--- config.mk ---
export PLATFORM = sky130hd
export DESIGN_NAME = flow_updating_average_engine_top
export DESIGN_NICKNAME = d
export VERILOG_FILES = /design/src/sv/fua_pkg.sv /design/src/sv/fua_div.sv /design/src/sv/flow_updating_average_engine_top.sv
export SDC_FILE = /design/constraint.sdc
export NUM_CORES = 2
export LEC_CHECK = 0
export BUFFER_PORTS_ARGS = -buffer_cell sky130_fd_sc_hd__buf_2
export CAP_MARGIN = 40
export CORE_ASPECT_RATIO = 0.5
export CORE_UTILIZATION = 50
export DETAILED_ROUTE_END_ITERATION = 10
export MAX_ROUTING_LAYER = met4
export PLACE_DENSITY = 0.68
export SETUP_SLACK_MARGIN = 0.5
export SLEW_MARGIN = 20
export SYNTH_ARGS = -nofsm -noshare
export SYNTH_HDL_FRONTEND = slang
export SYNTH_HIERARCHICAL = 1
export SYNTH_SLANG_ARGS = --single-unit
export TNS_END_PERCENT = 10
--- constraint.sdc ---
create_clock -name i_clk -period 11.52 [get_ports i_clk]
set_clock_uncertainty 0.05 [all_clocks]
set_input_delay 2.304 -clock i_clk [delete_from_list [all_inputs] [get_ports i_clk]]
set_output_delay 2.304 -clock i_clk [all_outputs]
set_load 0.03 [all_outputs]
--- src/sv/fua_pkg.sv ---
// Shared types, widths and codes for the flow-updating averaging engine.
package fua_pkg;

    localparam int ID_W       = 16;
    localparam int VAL_W      = 32;
    localparam int ACC_W      = 40;
    localparam int CMD_W      = 3;
    localparam int DEF_MAX_NB = 32;

    localparam logic [CMD_W-1:0] CMD_TICK   = 3'd0;
    localparam logic [CMD_W-1:0] CMD_UP     = 3'd1;
    localparam logic [CMD_W-1:0] CMD_DOWN   = 3'd2;
    localparam logic [CMD_W-1:0] CMD_HEADER = 3'd3;
    localparam logic [CMD_W-1:0] CMD_ENTRY  = 3'd4;
    localparam logic [CMD_W-1:0] CMD_TERM   = 3'd5;

    localparam logic [1:0] KIND_STATUS = 2'd0;
    localparam logic [1:0] KIND_EST    = 2'd1;
    localparam logic [1:0] KIND_FLOW   = 2'd2;

    localparam logic [1:0] ST_OK       = 2'd0;
    localparam logic [1:0] ST_DUP      = 2'd1;
    localparam logic [1:0] ST_NOTFOUND = 2'd2;
    localparam logic [1:0] ST_FULL     = 2'd3;

    localparam logic CFG_OWN_ID = 1'b0;
    localparam logic CFG_INPUT  = 1'b1;

    typedef struct packed {
        logic [CMD_W-1:0]        command;
        logic [ID_W-1:0]         node_id;
        logic signed [VAL_W-1:0] value;
        logic                    last_entry;
    } t_item;

    typedef struct packed {
        logic [1:0]              result_kind;
        logic [ID_W-1:0]         result_id;
        logic signed [VAL_W-1:0] result_value;
        logic [1:0]              status;
        logic                    last;
    } t_result;

    typedef struct packed {
        logic [ID_W-1:0]         id;
        logic signed [VAL_W-1:0] flow;
        logic signed [VAL_W-1:0] est;
    } t_entry;

endpackage

--- src/sv/fua_div.sv ---
// Signed divider, one quotient bit per cycle, truncating toward zero.
module fua_div import fua_pkg::*; #(
    parameter int NW = ACC_W,
    parameter int DW = 7
) (
    input  logic                 i_clk,
    input  logic                 i_rst_n,
    input  logic                 i_start,
    input  logic signed [NW-1:0] i_num,
    input  logic [DW-1:0]        i_den,
    output logic                 o_done,
    output logic signed [NW-1:0] o_quo
);
    localparam int CNT_W = $clog2(NW + 1);

    logic [DW-1:0]    r_den;
    logic [DW-1:0]    r_rem;
    logic [NW-1:0]    r_q;
    logic             r_neg;
    logic             r_run;
    logic             r_done;
    logic [CNT_W-1:0] r_cnt;
    logic [DW:0]      w_shift;
    logic             w_ge;

    assign w_shift = {r_rem, r_q[NW-1]};
    assign w_ge    = w_shift >= {1'b0, r_den};

    always_ff @(posedge i_clk) begin
        if (!i_rst_n) begin
            r_run  <= 1'b0;
            r_done <= 1'b0;
            r_cnt  <= '0;
        end else begin
            r_done <= 1'b0;
            if (i_start) begin
                r_run <= 1'b1;
                r_cnt <= '0;
                r_den <= i_den;
                r_rem <= '0;
                r_neg <= i_num[NW-1];
                r_q   <= i_num[NW-1] ? (~i_num + 1'b1) : i_num;
            end else if (r_run) begin
                r_rem <= w_ge ? DW'(w_shift - {1'b0, r_den}) : DW'(w_shift);
                r_q   <= {r_q[NW-2:0], w_ge};
                r_cnt <= r_cnt + 1'b1;
                if (r_cnt == CNT_W'(NW - 1)) begin
                    r_run  <= 1'b0;
                    r_done <= 1'b1;
                end
            end
        end
    end

    assign o_done = r_done;
    assign o_quo  = r_neg ? -$signed(r_q) : $signed(r_q);

endmodule

--- src/sv/flow_updating_average_engine_top.sv ---
// Flow-updating averaging node: neighbor table, sequencer and shared divider.
// An item is taken when start is high and busy is low; busy holds until all results are out.
// Table edits walk the table one entry at a time through one registered memory read port.
// A tick sums the table, runs the divider, reports the estimate, then one flow result per entry.
// Results appear as one-cycle strobes; the receiver cannot stall them.
// Synchronous active-low reset empties the table and clears estimate and message state.
module flow_updating_average_engine_top import fua_pkg::*; #(
    parameter int MAX_NEIGHBORS = DEF_MAX_NB
) (
    input  logic             i_clk,
    input  logic             i_rst_n,
    input  logic             start,
    output logic             busy,
    input  t_item            i_item,
    input  logic             i_cfg_we,
    input  logic             i_cfg_idx,
    input  logic [VAL_W-1:0] i_cfg_data,
    output logic             o_result_valid,
    output t_result          o_result
);
    localparam int AW = (MAX_NEIGHBORS > 1) ? $clog2(MAX_NEIGHBORS) : 1;
    localparam int CW = $clog2(MAX_NEIGHBORS + 1) + 1;

    localparam logic [3:0] S_IDLE  = 4'd0;
    localparam logic [3:0] S_FIND_A = 4'd1;
    localparam logic [3:0] S_FIND_B = 4'd2;
    localparam logic [3:0] S_EXEC  = 4'd3;
    localparam logic [3:0] S_SH_A  = 4'd4;
    localparam logic [3:0] S_SH_B  = 4'd5;
    localparam logic [3:0] S_ENT_A = 4'd6;
    localparam logic [3:0] S_ENT_B = 4'd7;
    localparam logic [3:0] S_SUM_A = 4'd8;
    localparam logic [3:0] S_SUM_B = 4'd9;
    localparam logic [3:0] S_DIV   = 4'd10;
    localparam logic [3:0] S_UPD_A = 4'd11;
    localparam logic [3:0] S_UPD_B = 4'd12;

    localparam logic signed [ACC_W-1:0] SAT_HI = ACC_W'({1'b0, {(VAL_W-1){1'b1}}});
    localparam logic signed [ACC_W-1:0] SAT_LO = -SAT_HI - 1;

    t_entry r_mem [MAX_NEIGHBORS];

    logic [3:0]              r_state;
    t_item                   r_in;
    logic [ID_W-1:0]         r_own_id;
    logic signed [VAL_W-1:0] r_input;
    logic [CW-1:0]           r_count;
    logic [CW-1:0]           r_ptr;
    logic [AW-1:0]           r_fidx;
    logic                    r_found;
    t_entry                  r_hit;
    t_entry                  r_rd;
    logic signed [VAL_W-1:0] r_est;
    logic [AW-1:0]           r_slot;
    logic                    r_open;
    logic signed [ACC_W-1:0] r_acc_f;
    logic signed [ACC_W-1:0] r_acc_e;
    logic                    r_out_vld;
    t_result                 r_out;

    logic                    w_we;
    logic [AW-1:0]           w_waddr;
    t_entry                  w_wdata;
    logic                    w_div_start;
    logic signed [ACC_W-1:0] w_num;
    logic                    w_div_done;
    logic signed [ACC_W-1:0] w_quo;
    logic signed [VAL_W+1:0] w_newflow;
    logic signed [VAL_W-1:0] w_newflow_sat;
    logic signed [VAL_W-1:0] w_negval;
    logic signed [VAL_W-1:0] w_quo_sat;

    function automatic t_result status_word(input logic [ID_W-1:0] id, input logic [1:0] st);
        t_result res;
        res.result_kind  = KIND_STATUS;
        res.result_id    = id;
        res.result_value = '0;
        res.status       = st;
        res.last         = 1'b1;
        return res;
    endfunction

    // The flow update stays within two extra bits, so one clamp covers it.
    assign w_newflow = (VAL_W+2)'(r_rd.flow) + (VAL_W+2)'(r_est) - (VAL_W+2)'(r_rd.est);
    assign w_newflow_sat = (w_newflow > (VAL_W+2)'(SAT_HI)) ? VAL_W'(SAT_HI) :
                           (w_newflow < (VAL_W+2)'(SAT_LO)) ? VAL_W'(SAT_LO) :
                           VAL_W'(w_newflow);
    assign w_negval = (r_in.value == VAL_W'(SAT_LO)) ? VAL_W'(SAT_HI) : -r_in.value;
    assign w_quo_sat = (w_quo > SAT_HI) ? VAL_W'(SAT_HI) :
                       (w_quo < SAT_LO) ? VAL_W'(SAT_LO) : VAL_W'(w_quo);
    assign w_num = ACC_W'(r_input) - r_acc_f + r_acc_e;
    assign w_div_start = (r_state == S_SUM_A) && (r_ptr >= r_count);

    fua_div #(.NW(ACC_W), .DW(CW + 1)) u_div (
        .i_clk   (i_clk),
        .i_rst_n (i_rst_n),
        .i_start (w_div_start),
        .i_num   (w_num),
        .i_den   ((CW + 1)'(r_count) + 1'b1),
        .o_done  (w_div_done),
        .o_quo   (w_quo)
    );

    always_comb begin
        w_we    = 1'b0;
        w_waddr = r_ptr[AW-1:0];
        w_wdata = r_rd;
        unique case (r_state)
            S_EXEC: begin
                if (r_in.command == CMD_UP && !r_found && r_count < CW'(MAX_NEIGHBORS)) begin
                    w_we    = 1'b1;
                    w_waddr = r_count[AW-1:0];
                    w_wdata = '{id: r_in.node_id, flow: '0, est: '0};
                end else if (r_in.command == CMD_HEADER) begin
                    if (r_found) begin
                        w_we    = 1'b1;
                        w_waddr = r_fidx;
                        w_wdata = '{id: r_hit.id, flow: r_hit.flow, est: r_in.value};
                    end else if (r_count < CW'(MAX_NEIGHBORS)) begin
                        w_we    = 1'b1;
                        w_waddr = r_count[AW-1:0];
                        w_wdata = '{id: r_in.node_id, flow: '0, est: r_in.value};
                    end
                end
            end
            S_SH_B: begin
                w_we    = 1'b1;
                w_waddr = AW'(r_ptr - 1'b1);
            end
            S_ENT_B: begin
                w_we    = 1'b1;
                w_waddr = r_slot;
                w_wdata = '{id: r_rd.id, flow: w_negval, est: r_rd.est};
            end
            S_UPD_B: begin
                w_we    = 1'b1;
                w_wdata = '{id: r_rd.id, flow: w_newflow_sat, est: r_est};
            end
            default: begin
                w_we = 1'b0;
            end
        endcase
    end

    always_ff @(posedge i_clk) begin
        if (w_we) begin
            r_mem[w_waddr] <= w_wdata;
        end
        r_rd <= r_mem[r_ptr[AW-1:0]];
    end

    always_ff @(posedge i_clk) begin
        if (!i_rst_n) begin
            r_state   <= S_IDLE;
            r_own_id  <= '0;
            r_input   <= '0;
            r_count   <= '0;
            r_ptr     <= '0;
            r_est     <= '0;
            r_slot    <= '0;
            r_open    <= 1'b0;
            r_out_vld <= 1'b0;
        end else begin
            r_out_vld <= 1'b0;
            if (i_cfg_we) begin
                if (i_cfg_idx == CFG_OWN_ID) begin
                    r_own_id <= i_cfg_data[ID_W-1:0];
                end else begin
                    r_input <= i_cfg_data;
                end
            end
            unique case (r_state)
                S_IDLE: begin
                    if (start) begin
                        r_in  <= i_item;
                        r_ptr <= '0;
                        unique case (i_item.command) inside
                            CMD_TICK: begin
                                r_open  <= 1'b0;
                                r_acc_f <= '0;
                                r_acc_e <= '0;
                                r_state <= S_SUM_A;
                            end
                            CMD_UP, CMD_DOWN, CMD_HEADER: begin
                                r_state <= S_FIND_A;
                            end
                            CMD_ENTRY: begin
                                if (r_open && i_item.node_id == r_own_id
                                        && CW'(r_slot) < r_count) begin
                                    r_ptr   <= CW'(r_slot);
                                    r_state <= S_ENT_A;
                                end else begin
                                    if (i_item.last_entry) begin
                                        r_open <= 1'b0;
                                    end
                                    r_out_vld <= 1'b1;
                                    r_out     <= status_word(i_item.node_id, ST_OK);
                                end
                            end
                            CMD_TERM: begin
                                r_count   <= '0;
                                r_est     <= '0;
                                r_slot    <= '0;
                                r_open    <= 1'b0;
                                r_out_vld <= 1'b1;
                                r_out     <= status_word(i_item.node_id, ST_OK);
                            end
                            default: begin
                                r_out_vld <= 1'b1;
                                r_out     <= status_word(i_item.node_id, ST_NOTFOUND);
                            end
                        endcase
                    end
                end
                S_FIND_A: begin
                    if (r_ptr >= r_count) begin
                        r_found <= 1'b0;
                        r_state <= S_EXEC;
                    end else begin
                        r_state <= S_FIND_B;
                    end
                end
                S_FIND_B: begin
                    if (r_rd.id == r_in.node_id) begin
                        r_found <= 1'b1;
                        r_fidx  <= r_ptr[AW-1:0];
                        r_hit   <= r_rd;
                        r_state <= S_EXEC;
                    end else begin
                        r_ptr   <= r_ptr + 1'b1;
                        r_state <= S_FIND_A;
                    end
                end
                S_EXEC: begin
                    r_state <= S_IDLE;
                    r_out   <= status_word(r_in.node_id, ST_OK);
                    r_out_vld <= 1'b1;
                    case (r_in.command)
                        CMD_UP: begin
                            if (r_found) begin
                                r_out <= status_word(r_in.node_id, ST_DUP);
                            end else if (r_count >= CW'(MAX_NEIGHBORS)) begin
                                r_out <= status_word(r_in.node_id, ST_FULL);
                            end else begin
                                r_count <= r_count + 1'b1;
                            end
                        end
                        CMD_DOWN: begin
                            if (!r_found) begin
                                r_out <= status_word(r_in.node_id, ST_NOTFOUND);
                            end else begin
                                // Removal shifts later entries up; the open message follows.
                                r_out_vld <= 1'b0;
                                if (r_open) begin
                                    if (r_slot == r_fidx) begin
                                        r_open <= 1'b0;
                                    end else if (r_slot > r_fidx) begin
                                        r_slot <= r_slot - 1'b1;
                                    end
                                end
                                r_ptr   <= CW'(r_fidx) + 1'b1;
                                r_state <= S_SH_A;
                            end
                        end
                        default: begin
                            if (r_found) begin
                                r_slot <= r_fidx;
                                r_open <= !r_in.last_entry;
                            end else if (r_count < CW'(MAX_NEIGHBORS)) begin
                                r_slot  <= r_count[AW-1:0];
                                r_open  <= !r_in.last_entry;
                                r_count <= r_count + 1'b1;
                            end else begin
                                r_open <= 1'b0;
                                r_out  <= status_word(r_in.node_id, ST_FULL);
                            end
                        end
                    endcase
                end
                S_SH_A: begin
                    if (r_ptr >= r_count) begin
                        r_count   <= r_count - 1'b1;
                        r_out_vld <= 1'b1;
                        r_out     <= status_word(r_in.node_id, ST_OK);
                        r_state   <= S_IDLE;
                    end else begin
                        r_state <= S_SH_B;
                    end
                end
                S_SH_B: begin
                    r_ptr   <= r_ptr + 1'b1;
                    r_state <= S_SH_A;
                end
                S_ENT_A: begin
                    r_state <= S_ENT_B;
                end
                S_ENT_B: begin
                    r_open    <= 1'b0;
                    r_out_vld <= 1'b1;
                    r_out     <= status_word(r_in.node_id, ST_OK);
                    r_state   <= S_IDLE;
                end
                S_SUM_A: begin
                    r_state <= (r_ptr >= r_count) ? S_DIV : S_SUM_B;
                end
                S_SUM_B: begin
                    r_acc_f <= r_acc_f + ACC_W'(r_rd.flow);
                    r_acc_e <= r_acc_e + ACC_W'(r_rd.est);
                    r_ptr   <= r_ptr + 1'b1;
                    r_state <= S_SUM_A;
                end
                S_DIV: begin
                    if (w_div_done) begin
                        r_est     <= w_quo_sat;
                        r_ptr     <= '0;
                        r_out_vld <= 1'b1;
                        r_out     <= '{result_kind: KIND_EST, result_id: r_own_id,
                                       result_value: w_quo_sat, status: ST_OK,
                                       last: (r_count == '0)};
                        r_state   <= (r_count == '0) ? S_IDLE : S_UPD_A;
                    end
                end
                S_UPD_A: begin
                    r_state <= S_UPD_B;
                end
                S_UPD_B: begin
                    r_out_vld <= 1'b1;
                    r_out     <= '{result_kind: KIND_FLOW, result_id: r_rd.id,
                                   result_value: w_newflow_sat, status: ST_OK,
                                   last: (r_ptr + 1'b1 == r_count)};
                    r_ptr     <= r_ptr + 1'b1;
                    r_state   <= (r_ptr + 1'b1 == r_count) ? S_IDLE : S_UPD_A;
                end
                default: begin
                    r_state <= S_IDLE;
                end
            endcase
        end
    end

    assign busy           = (r_state != S_IDLE);
    assign o_result_valid = r_out_vld;
    assign o_result       = r_out;

endmodule

==> results.tsv <==
metric	value	unit
I/O pin total	144	
CTS tree	built	
worst endpoint required time	12.03	ns
cts hold-fix bufs	0	
Pins Over Slew Limit	0	
die height	363	um
Post-synth EDFFs	2856	
status	complete, no violations	
M3 GR Usage	6.61	%
Residual DRC	0	
largest net degree at the start of global routing	122	
die footprint	262000	um^2
Mapped Nets	7682	
Crit. End Element	flip-flop	
Synth cell types	99	
busiest layer in global routing	met1	
Post-Syn Instances	7327	
leading cell type in the layout, fill and taps excluded	edfxtp_1	
Max-Slew Margin vs Limit	27.5	%
Power, Total	28.2	mW
Worst-path clk slew	0.07	ns
total negative slack	0	ns
initial antenna violation count	40	
worst-path fanout max	6	
R2R cell count	17	
hold depth	2	
Fillers	19169	
Via-to-Cell Ratio	6.48	
Crit Reg-Reg Startpoint	r_acc_f[2]	
min-delay worst type	reg2reg	
grt met2 use	39.7	%
register area	89600	um^2
Syn Area/Cell	17.8	um^2
fraction of registers with async set/reset	0	%
Critical Path AT	6.71	ns
Slew @ Worst Pin	1.09	ns
Via Count	73542	
Multi-input gate area	38400	um^2
layout cells sized above 1	23.3	%
final WL	369	mm
row cnt	131	
unrepaired setup endpoints after global routing	no	
Final Util	57.0	%
drt wl/cell	32.5	um
Final Net Count	8002	
first-pass GRT wire length	521	mm
vias in the first global route	70323	
Die W	723	um
PortBufs	143	
Peak supply drop	0.121	mV
CP Class	reg2reg	
YS warnings	6	
Main synth FF type	edfxtp_1	
Tmin final	6.20	ns
Syn-to-layout area delta	12.5	%
Final Cycle Share	53.8	%
clock latency on the worst-skew pair	0.86	ns
reg2reg end	u_div/r_q[37]	
Initial DRC Count	11583	
initial core utilization	50.6	%
Total Routing Usage GR	28.8	%
r2r setup slk	5.32	ns
Pre-Repair DR Iteration Count	7	
Routed Antenna Nets	0	
power per cell area	193	nW/um^2
Setup Fix Bufs, Post-CTS	0	
WHS Endpoint	r_input[25]	
worst hold path startpoint	r_input[25]	
mapped cell area	130000	um^2
grt ovf	0	
htree depth	5	
CTS resizes	0	
Core ar.	257000	um^2
Hold Violations, Final	0	
# setup viols final	0	
GPL Wtd Cong	0.959	
most frequent cells in the layout	2856 x edfxtp_1, 800 x mux4_2, 357 x inv_1	
clk root buf	clkbuf_16	
clk sinks	3049	
Lkg Pwr	47.4	nW
CTS max path bufs	4	
register area share after synthesis	68.9	%
post-synthesis register bit count	3049	
max-cap viol count	0	
M1 GR Usage	43.5	%
CP Launch Type	flip-flop	
f_max	0.161	GHz
TritonCTS buffer count	277	
post-detail-place hpwl	222	mm
[per-layer routing]
metal | up-vias | wire length [um]
met5 | - | 0
met4 | 0 | 9820
met3 | 537 | 46100
met2 | 4450 | 158000
met1 | 38585 | 155000
li1 | 29970 | -
[report_power, final]
| part | internal [mW] | total (mW) | switching [mW] |
|---|---|---|---|
| combinational | 2.13 | 5.60 | 3.47 |
| sequential | 13.1 | 13.5 | 0.404 |
| clock | 5.01 | 9.10 | 4.09 |
| total | 20.2 | 28.2 | 7.97 |
[per-stage QoR]
| stage | cell area [um^2] | hold WS, ns | setup WS (ns) | instances |
|---|---|---|---|---|
| global placement | 136000 | 0.408 | 5.40 | 10738 |
| detailed placement | 137000 | 0.408 | 5.36 | 10811 |
| finish | 146000 | 0.411 | 5.32 | 11343 |
| CTS | 146000 | 0.416 | 5.33 | 11302 |
| floorplan | 130000 | 0.382 | 2.14 | 7327 |
| global route | 146000 | 0.432 | 5.01 | 11331 |
[flip-flops by register name (all words and copies together) (netlist names), 8 cells and up]
| name | cells |
|---|---|
| r_acc_f | 40 |
| r_est | 32 |
| u_div/r_q | 40 |
| u_div/r_den | 8 |
| r_rd | 80 |
| o_result | 53 |
| r_acc_e | 40 |
| r_own_id | 16 |
| u_div/r_rem | 8 |
| r_hit | 48 |
| r_in | 52 |
| r_mem | 2560 |
| r_input | 32 |
[synth_stat cells (90+ instances only)]
| cell | count | area [um^2] |
|---|---|---|
| xnor2_1 | 176 | 1540 |
| nand2_1 | 277 | 1040 |
| dfxtp_1 | 193 | 3860 |
| edfxtp_1 | 2856 | 85800 |
| mux4_2 | 800 | 18000 |
| xor2_1 | 113 | 990 |
| a21o_1 | 90 | 676 |
| a21oi_1 | 269 | 1350 |
| o21ai_0 | 218 | 1090 |
| nor2_1 | 319 | 1200 |
| inv_1 | 358 | 1340 |
| clkbuf_1 | 262 | 983 |
| ha_1 | 191 | 2390 |
[worst max path at each step]
stage / to / start / cells past startpoint / slack, ns
after floorplan: o_result[0] / i_rst_n / 4 / 2.14
after global placement: u_div/r_q[37] / r_acc_f[2] / 17 / 5.40
after detailed placement: u_div/r_q[37] / r_acc_f[2] / 17 / 5.36
after CTS: u_div/r_q[37] / r_acc_f[2] / 17 / 5.33
after global routing: u_div/r_q[37] / r_acc_f[0] / 20 / 5.01
final: u_div/r_q[37] / r_acc_f[2] / 17 / 5.32
[logic make-up after synthesis]
group / count (synthesis) / synth area share, %
AND/OR/NAND/NOR: 1047 / 3.91
buffers and inverters: 710 / 2.09
XOR/XNOR: 289 / 1.95
adder cells (fa/ha/maj): 267 / 3.00
multiplexers: 893 / 14.6
flip-flops: 3049 / 68.9
AO/OA/AOI/OAI: 1072 / 5.52
[cell type report]
class | instances | share of cell area, %
timing repair buffer | 392 | 2.68
inverter | 359 | 0.921
antenna | 26 | 0.0444
clock buffer | 357 | 5.19
multi-input combinational | 3568 | 26.2
tap | 3458 | 2.96
sequential | 3049 | 61.2
clock inverter | 134 | 0.768
[worst max-delay path, cell delays in order (launching register included)]
cell and delay, ns:
edfxtp_1 0.42, fa_1 0.56, inv_1 0.05, ha_1 0.32, nor2b_1 0.15, o21a_1 0.18
o21ai_1 0.23, a2111oi_0 0.17, nor3b_1 0.76, o221ai_1 0.48, a21oi_1 0.25, o21bai_1 0.12
a41o_1 0.33, or4_1 0.59, or4b_1 0.59, o41ai_2 0.39, xor2_1 0.18, a21oi_1 0.08
Power figures use the tool's default switching activity.
